File: src/hw/rtl/ifla_pkg.sv
package ifla_pkg;

   localparam int CAPACITY_DEF   = 256;
   localparam int ELEM_WIDTH_DEF = 32;

   localparam int OP_W       = 3;
   localparam int SLOT_W     = 8;
   localparam int VALUE_W    = 32;
   localparam int RANGE_W    = 9;
   localparam int STATUS_W   = 2;
   localparam int REQ_DATA_W = 40;
   localparam int RSP_DATA_W = 56;
   localparam int RSP_PAD_W  = RSP_DATA_W - SLOT_W - VALUE_W - RANGE_W;

   typedef enum logic [OP_W-1:0] {
      OP_INSERT = 3'd0,
      OP_ERASE  = 3'd1,
      OP_READ   = 3'd2,
      OP_WRITE  = 3'd3,
      OP_CLEAR  = 3'd4
   } op_type;

   typedef enum logic [STATUS_W-1:0] {
      ST_OK    = 2'd0,
      ST_FULL  = 2'd1,
      ST_RANGE = 2'd2
   } status_type;

   typedef struct packed {
      status_type status;
      logic       elem_we;
      logic       rd_ok;
   } ctrl_flags_type;

endpackage

File: src/hw/rtl/ifla_ram.sv
module ifla_ram #(
   parameter int WIDTH = 32,
   parameter int DEPTH = 256
) (
   input  logic                     clock,
   input  logic                     we,
   input  logic [$clog2(DEPTH)-1:0] waddr,
   input  logic [WIDTH-1:0]         wdata,
   input  logic                     re,
   input  logic [$clog2(DEPTH)-1:0] raddr,
   output logic [WIDTH-1:0]         rdata
);

   logic [WIDTH-1:0] mem_ff [DEPTH];
   logic [WIDTH-1:0] rd_ff;

   always_ff @(posedge clock) begin
      if (we) begin
         mem_ff[waddr] <= wdata;
      end
      if (re) begin
         rd_ff <= mem_ff[raddr];
      end
   end

   assign rdata = rd_ff;

endmodule

File: src/hw/rtl/ifla_slot_ctrl.sv
module ifla_slot_ctrl #(
   parameter int CAPACITY = ifla_pkg::CAPACITY_DEF
) (
   input  logic                          clock,
   input  logic                          reset,
   input  logic                          fire,
   input  ifla_pkg::op_type              op,
   input  logic [ifla_pkg::SLOT_W-1:0]   slot,
   output logic [$clog2(CAPACITY)-1:0]   given_slot,
   output logic [$clog2(CAPACITY)-1:0]   elem_addr,
   output logic [$clog2(CAPACITY+1)-1:0] high_water,
   output ifla_pkg::ctrl_flags_type      flags
);
   import ifla_pkg::*;

   localparam int IDX_W = $clog2(CAPACITY);
   localparam int HW_W  = $clog2(CAPACITY + 1);
   localparam int CMP_W = (HW_W > SLOT_W) ? HW_W : SLOT_W;

   logic [IDX_W-1:0] head_ff, head_in;
   logic [IDX_W-1:0] link_ff, link_in;
   logic             nonempty_ff, nonempty_in;
   logic             pend_ff, pend_in;
   logic [HW_W-1:0]  hw_ff, hw_in;

   logic [IDX_W-1:0] link_rdata;
   logic [IDX_W-1:0] head_link;
   logic [IDX_W-1:0] slot_idx;
   logic [IDX_W-1:0] link_wdata;
   logic             link_we;
   logic             link_re;
   logic             in_range;
   logic             elem_we;

   // link of the current head: register after erase, RAM word after a pop
   assign head_link = pend_ff ? link_rdata : link_ff;
   assign slot_idx  = IDX_W'(slot);
   assign in_range  = CMP_W'(slot) < CMP_W'(hw_ff);

   always_comb begin
      head_in       = head_ff;
      link_in       = link_ff;
      nonempty_in   = nonempty_ff;
      pend_in       = pend_ff;
      hw_in         = hw_ff;
      link_we       = 1'b0;
      link_re       = 1'b0;
      link_wdata    = nonempty_ff ? head_ff : slot_idx;
      given_slot    = '0;
      elem_addr     = slot_idx;
      elem_we       = 1'b0;
      flags.rd_ok   = 1'b0;
      flags.status  = ST_OK;
      case (op)
         OP_INSERT: begin
            if (nonempty_ff) begin
               given_slot  = head_ff;
               elem_addr   = head_ff;
               elem_we     = 1'b1;
               head_in     = head_link;
               nonempty_in = head_link != head_ff;
               link_re     = 1'b1;
               pend_in     = 1'b1;
            end else if (hw_ff < HW_W'(CAPACITY)) begin
               given_slot = IDX_W'(hw_ff);
               elem_addr  = IDX_W'(hw_ff);
               elem_we    = 1'b1;
               hw_in      = HW_W'(hw_ff + 1'b1);
            end else begin
               flags.status = ST_FULL;
            end
         end
         OP_ERASE: begin
            if (!in_range) begin
               flags.status = ST_RANGE;
            end else begin
               link_we     = 1'b1;
               link_in     = link_wdata;
               head_in     = slot_idx;
               nonempty_in = 1'b1;
               pend_in     = 1'b0;
            end
         end
         OP_READ: begin
            if (!in_range) begin
               flags.status = ST_RANGE;
            end else begin
               flags.rd_ok = 1'b1;
            end
         end
         OP_WRITE: begin
            if (!in_range) begin
               flags.status = ST_RANGE;
            end else begin
               elem_we = 1'b1;
            end
         end
         OP_CLEAR: begin
            hw_in       = '0;
            head_in     = '0;
            nonempty_in = 1'b0;
            pend_in     = 1'b0;
         end
         default: begin
         end
      endcase
      flags.elem_we = elem_we & fire;
   end

   assign high_water    = hw_in;

   always_ff @(posedge clock) begin
      if (reset) begin
         head_ff     <= '0;
         nonempty_ff <= 1'b0;
         pend_ff     <= 1'b0;
         hw_ff       <= '0;
      end else if (fire) begin
         head_ff     <= head_in;
         nonempty_ff <= nonempty_in;
         pend_ff     <= pend_in;
         hw_ff       <= hw_in;
      end
   end

   always_ff @(posedge clock) begin
      if (fire) begin
         link_ff <= link_in;
      end
   end

   ifla_ram #(
      .WIDTH (IDX_W),
      .DEPTH (CAPACITY)
   ) u_link_ram (
      .clock (clock),
      .we    (link_we & fire),
      .waddr (slot_idx),
      .wdata (link_wdata),
      .re    (link_re & fire),
      .raddr (head_link),
      .rdata (link_rdata)
   );

endmodule
File: config.mk
export PLATFORM = sky130hd
export DESIGN_NAME = ifla_slot_ctrl
export DESIGN_NICKNAME = d
export VERILOG_FILES = /design/src/hw/rtl/ifla_pkg.sv /design/src/hw/rtl/ifla_ram.sv /design/src/hw/rtl/ifla_slot_ctrl.sv
export SDC_FILE = /design/constraint.sdc
export NUM_CORES = 2
export LEC_CHECK = 0
export BUFFER_PORTS_ARGS = -buffer_cell sky130_fd_sc_hd__buf_2
export CAP_MARGIN = 10
export CORE_MARGIN = 5
export CORE_UTILIZATION = 39
export DETAILED_ROUTE_END_ITERATION = 8
export HOLD_SLACK_MARGIN = 0.15
export RECOVER_POWER = 50
export SLEW_MARGIN = 20
export SYNTH_ARGS = -nofsm -noshare
export SYNTH_HDL_FRONTEND = slang
export SYNTH_SLANG_ARGS = --single-unit
File: constraint.sdc
create_clock -name clock -period 36.5 [get_ports clock]
set_input_delay 1.825 -clock clock [delete_from_list [all_inputs] [get_ports clock]]
set_output_delay 1.825 -clock clock [all_outputs]
set_load 0.01 [all_outputs]
**After elaboration in Yosys (flattened, before gate mapping)**

Memories as Yosys holds them, arrays and structs flattened. A register that Yosys moved wholly into a read port is not among the register bits.
Index checks and enable logic that the tools add are counted.
W data, S select, Z words.

- Flip-flop bits (word level): 27
- Bits in writable memories: 2048
- Input bits: 14
- Output and inout port bits: 29
- Logic and storage cells: 59
- Memories: 1

Memories:

| name | words | bits a word | read ports | clocked after Yosys merged registers in | wr ports | RTL line | source |
|---|---|---|---|---|---|---|---|
| u_link_ram.mem_ff | 256 | 8 | 1 | 1 | 1 | ifla_ram.sv:14 | `logic [WIDTH-1:0] mem_ff [DEPTH];` |

- $add $sub $neg: 1
- $lt $le $gt $ge: 2
- Equal/unequal tests: 7
- Mux-type cells: 34
- Bitwise logic cells: 3
- Reduce and logical (&&, ||, !) cells: 6

Operators by type and width:

| operator | count |
|---|---|
| $mux W8 | 10 |
| $pmux W8 S3 | 1 |
| $mux W9 | 2 |
| $pmux W9 S2 | 1 |
| $mux W1 | 15 |
| $add A9 B1 Y9 const B | 1 |
| $lt A8 B9 Y1 | 1 |
| $lt A9 B9 Y1 const B | 1 |
| $ne A8 B8 Y1 | 1 |
| $eq A3 B2 Y1 const B | 2 |
| $pmux W1 S3 | 2 |
| $reduce_and A3 Y1 | 2 |
| $ne A2 B2 Y1 const B | 2 |
| $pmux W2 S2 | 1 |
| $reduce_and A4 Y1 | 1 |
| $and A1 B1 Y1 | 3 |
| $eq A3 B1 Y1 const B | 1 |
| $eq A3 B3 Y1 const B | 1 |
| $logic_not A3 Y1 | 1 |
| $reduce_bool A3 Y1 | 1 |
| $reduce_or A3 Y1 | 1 |
| $mux W2 | 1 |
| $pmux W1 S2 | 1 |

**Logic depth before layout (Yosys ltp)**

- Depth after elaboration: 6
- Mapped depth: 15
- Mapped depth without buffers: 9

**Cells and area by module**

A second synthesis with hierarchy kept.

- Cell total of the unflattened synthesis: 4041
- Area, all modules: 81889.8 um^2

By module, submodules not included:

| module | instances | cells an instance | area an instance (um^2) | seq. area each (um^2) |
|---|---|---|---|---|
| ifla_ram | 1 | 3733 | 79636.4 | 61739.2 |
| ifla_slot_ctrl | 1 | 308 | 2253.4 | 620.6 |

**Least setup slack after synthesis**

Ideal clock, no wire load.

- Path type: in2reg
- From: input slot[6] (netlist name)
- To: register link_ff[6], data pin
- Data arrival time: 12.148 ns
- Required time: 34.305 ns
- Setup slack: 22.157 ns
- Cell stages on the path: 3
- Buffers on the path: 1
- Cell sequence: clkbuf_1 -> inv_1 -> o21ai_0

- Longest elaborated chain between the ends: 1

RTL lines:

| item | RTL line | source |
|---|---|---|
| start: declaration | ifla_slot_ctrl.sv:8 | `input logic [ifla_pkg::SLOT_W-1:0] slot,` |
| $mux W8 | ifla_slot_ctrl.sv:48 | `link_wdata = nonempty_ff ? head_ff : slot_idx;` |
| named net link_wdata[6] | ifla_slot_ctrl.sv:29 | `logic [IDX_W-1:0] link_wdata;` |
| end signal: assignment | ifla_slot_ctrl.sv:128 | `link_ff <= link_in;` |
| end: declaration | ifla_slot_ctrl.sv:21 | `logic [IDX_W-1:0] link_ff, link_in;` |

The timed path passes the listed nets, and every way through them passes these cells.
A chain may end at the register's enable or synchronous reset.

**Worst setup path after layout**

- From: input slot[2] (netlist name)
- To: memory u_link_ram.mem_ff[181][2] (netlist name), data pin

- Longest elaborated chain between the ends: 1

RTL lines:

| item | RTL line |
|---|---|
| $mux W8 | ifla_slot_ctrl.sv:48 |
| named net link_wdata[2] | ifla_slot_ctrl.sv:29 |
| end: declaration | ifla_ram.sv:14 |

The timed path passes the listed nets, and every way through them passes these cells.

==> impl_metrics.csv <==
group,metric,value,unit
global_routing,grt_pass1_vias,49500,
worst_setup_path,crit_type,"in -> reg",
clock_network,clk_pin_slew_worst_paths,0.06,ns
synth,synth_top_area_share,73.8,%
synth,synth_top_cell_by_area,"edfxtp_1",
clock_network,clockBufferDepth,3,
worst_setup_path,critPathLaunchType,"primary input",
floorplanning,die_area,0.225,mm^2
timing,setup-tns-final,0,ns
clock_network,cts_num_sinks,2083,
global_routing,overflow,0,
pwr,peakVddDrop,0.0499,mV
hold_path,hp-class,"reg -> reg",
routing,drc,0,
timing,hold_viol,0,
synth,synth-seq-cells,2083,
worst_setup_path,slowest_delay,6.01,ns
cells_and_area,fin_util,44.0,%
synth,synthCells,5587,
clock_network,tritoncts,"built",
synth,syn-cell-area,0.0839,mm^2
synth,yosysWarningCount,0,
worst_setup_path,critPathArrivalTime,13.00,ns
clock_network,hold_buffers,0,
worst_setup_path,slowest_stage,"clkbuf_1",
floorplanning,die_w,474,um
worst_setup_path,cpLargestDelayFamily,"buffers and inverters",
clock_network,cts-root-buf,"clkbuf_16",
routing,drt_iter0_markers,6226,
timing,setup_slack,23.63,ns
global_routing,grt_max_degree,172,
floorplanning,fp-row-count,170,
global_routing,grt_antenna_before_repair,16,
worst_setup_path,path_max_fanout,162,
timing,finalSetupViolCount,0,
worst_setup_path,required,36.63,ns
status,violations,"capacitance limit, slew limit",
cells_and_area,drive_gt1_share,12.2,%
synth,synth_flop_cell,"edfxtp_1",
synth,synth_area_leaders,"edfxtp_1 74%, mux2i_1 4.5%, nand2_1 4.3%",
cells_and_area,nFillCells,18800,
clock_network,post_cts_buffers,0,
floorplanning,initial_core_util,39.1,%
global_routing,grt_util_all_layers,22.0,%
timing,final_max_slew_viol_count,2090,
routing,wl_per_cell,29.5,um
placed_design,dp_slack,30.37,ns
timing,fin_worst_skew,0.0348,ns
cells_and_area,nNetsFinal,5605,
routing,drtPass1Iterations,6,
pwr,cellLeakagePower,30.4,nW
synth,async_flop_share,0,%
synth,synthesis.nets,5610,
clock_network,htreeDepth,4,
global_routing,grt_pass1_wl,362000,um
placed_design,dp_hpwl,143000,um
run,maxCapViolCount,27,
clock_network,insertion_delay,0.86,ns
clock_network,cts_buffers,206,
timing,tightestPinTransition,9.00,ns
routing,viasPerCell,5.98,
timing,slew-limit-headroom,-500,%
routing,vias,51400,
worst_setup_path,path_common_cell,"clkbuf_1",
synth,synth_edf_count,2064,
timing,min_period,12.87,ns
floorplanning,core,0.214,mm^2
routing,routed_wl,254000,um
timing,hold-worst-slack,0.578,ns
timing,timing.fmax,77.7,MHz
timing,period_share,35.3,%
synth,yosysUniqueCellTypes,64,
worst_setup_path,cp_cell_sequence,"clkbuf_1 -> inv_1 -> o21ai_0 -> clkbuf_1 -> clkbuf_1",
placed_design,gp_congestion,0.859,
clock_network,post_cts_resized,0,
worst_setup_path,critPathCaptureType,"flop",
floorplanning,die_h,474,um
status,outcome,"complete, but fails checks",
synth,synth-seq-area-share,74.3,%
cells_and_area,area_growth,12.3,%
worst_setup_path,path_buf_inv,4,
pwr,power_density,51.5,mW/mm^2
routing,antenna_left,0,
timing,rsz0062_at_grt,"false",
floorplanning,ios,43,
synth,avgSynthCellArea,15.0,um^2
placed_design,port-buffer-count,42,
-- worst paths after layout --
check	cells past startpoint	slack, ns	endpoint	start
max reg2reg	4	24.66	u_link_ram.mem_ff[181][2]$_DFFE_PP_	nonempty_ff$_SDFFE_PP0P_
max	5	23.63	u_link_ram.mem_ff[181][2]$_DFFE_PP_	slot[2]
min reg2reg	2	0.58	hw_ff[3]$_SDFFE_PP0P_	hw_ff[3]$_SDFFE_PP0P_
min	2	0.58	hw_ff[3]$_SDFFE_PP0P_	hw_ff[3]$_SDFFE_PP0P_
-- worst reg2reg max path, delay by kind of cell (launching register included) --
family          cells  cell delay, ns
flops               1            0.30
buf+inv             3            9.25
compound gates      1            1.52
-- synth_stat cells (4+ instances only) --
| master | number |
|---|---|
| o2111ai_1 | 7 |
| o221ai_1 | 132 |
| mux4_2 | 111 |
| nand4_1 | 16 |
| nor2_1 | 117 |
| clkbuf_1 | 170 |
| nor4_1 | 22 |
| xnor2_1 | 11 |
| buf_6 | 15 |
| mux2_2 | 5 |
| a32oi_1 | 9 |
| or4_1 | 18 |
| mux2i_1 | 374 |
| nand2_1 | 967 |
| o21a_1 | 6 |
| nand3_1 | 256 |
| a2111oi_0 | 37 |
| nor3_1 | 273 |
| a41oi_1 | 6 |
| and3_1 | 40 |
| o31ai_1 | 8 |
| inv_1 | 21 |
| o21ai_0 | 87 |
| o211ai_1 | 6 |
| nand2b_1 | 4 |
| dfxtp_1 | 19 |
| a32o_1 | 5 |
| a22o_1 | 17 |
| a21o_1 | 11 |
| o22ai_1 | 58 |
| o21ai_1 | 4 |
| buf_2 | 131 |
| a311oi_1 | 38 |
| buf_4 | 36 |
| a211oi_1 | 15 |
| o211a_1 | 14 |
| buf_1 | 44 |
| ha_1 | 9 |
| edfxtp_1 | 2064 |
| a21oi_1 | 322 |
| or3_1 | 8 |
| a31oi_1 | 37 |
-- per-stage QoR --
stage / instances / instance area (um^2) / power [mW]
after global placement: 8210 / 87400 / 2.82
final: 8591 / 94300 / 4.86
after CTS: 8580 / 94000 / 4.86
after floorplan: 5587 / 83900 / 2.79
after global routing: 8582 / 94200 / 4.98
after detailed placement: 8210 / 87600 / 2.82
-- flip-flops by register name, indices dropped and copies added, names as in the netlist --
| register | cells |
|---|---|
| head_ff | 8 |
| hw_ff | 9 |
| link_ff | 8 |
| nonempty_ff | 1 |
| pend_ff | 1 |
| u_link_ram.mem_ff | 2048 |
| u_link_ram.rdata | 8 |
-- where the power goes --
part           internal, mW  leakage (nW)  switching, mW
clock network          1.16          3.16          0.915
registers              2.65          18.7       0.000697
logic                0.0201          8.50          0.112
total                  3.83          30.4           1.03
-- kinds of logic (layout without fill, tap and decap cells) --
group                    after synthesis  in the layout  share of synthesized area (%)
buffers and inverters                418            575                           2.36
XOR/XNOR                              11             11                          0.115
adder cells (fa/ha/maj)                9              9                          0.134
AND/OR/NAND/NOR                     1730           1730                           8.92
multiplexers                         491            491                           7.52
AO/OA/AOI/OAI                        845            845                           6.66
flip-flops                          2083           2083                           74.3
other                                  0              9                              0
-- per-layer routing --
| layer | GRT usage, % | wire (um) | vias up | part of all wire, % |
|---|---|---|---|---|
| met4 | 8.62 | 10000 | 4 | 3.9 |
| met2 | 34.8 | 119000 | 2924 | 47 |
| met3 | 5.01 | 24700 | 535 | 9.7 |
| li1 | - | - | 21700 | - |
| met1 | 29.7 | 100000 | 26200 | 40 |
| met5 | 0 | 24 | - | 0.0095 |
-- cell usage in the layout (no fill, tap or decap), types with 16 or more instances in the layout --
cell type / synthesis / routed
o21ai_0: 87 / 85
mux2i_1: 374 / 368
clkbuf_1: 170 / 82
mux4_2: 111 / 111
nor2_1: 117 / 114
nand2_1: 967 / 961
inv_1: 21 / 21
clkbuf_16: 0 / 207
nor3_2: 0 / 122
nor3_1: 273 / 151
bufinv_16: 0 / 16
a31oi_1: 37 / 37
edfxtp_1: 2064 / 2064
or4_1: 18 / 18
a22o_1: 17 / 17
clkinv_2: 0 / 34
nand4_1: 16 / 16
buf_2: 131 / 33
dfxtp_1: 19 / 19
a21oi_1: 322 / 322
a2111oi_0: 37 / 36
a311oi_1: 38 / 38
and3_1: 40 / 40
o221ai_1: 132 / 132
buf_4: 36 / 106
nand3_1: 256 / 249
clkinv_1: 1 / 51
o22ai_1: 58 / 58
-- final cells by class --
type                    count  area [um^2]  area share, %
repair buffers            183         1250           1.33
clock inverters           117         1130           1.19
diodes                      9         22.5         0.0239
well taps                2838         3550           3.77
clock buffers             253         5350           5.68
inverters                  22         82.6         0.0876
flip-flops and latches   2083        62400           66.1
multi-input cells        3086        20500           21.8
No activity file was read; power rests on OpenSTA's default activity.
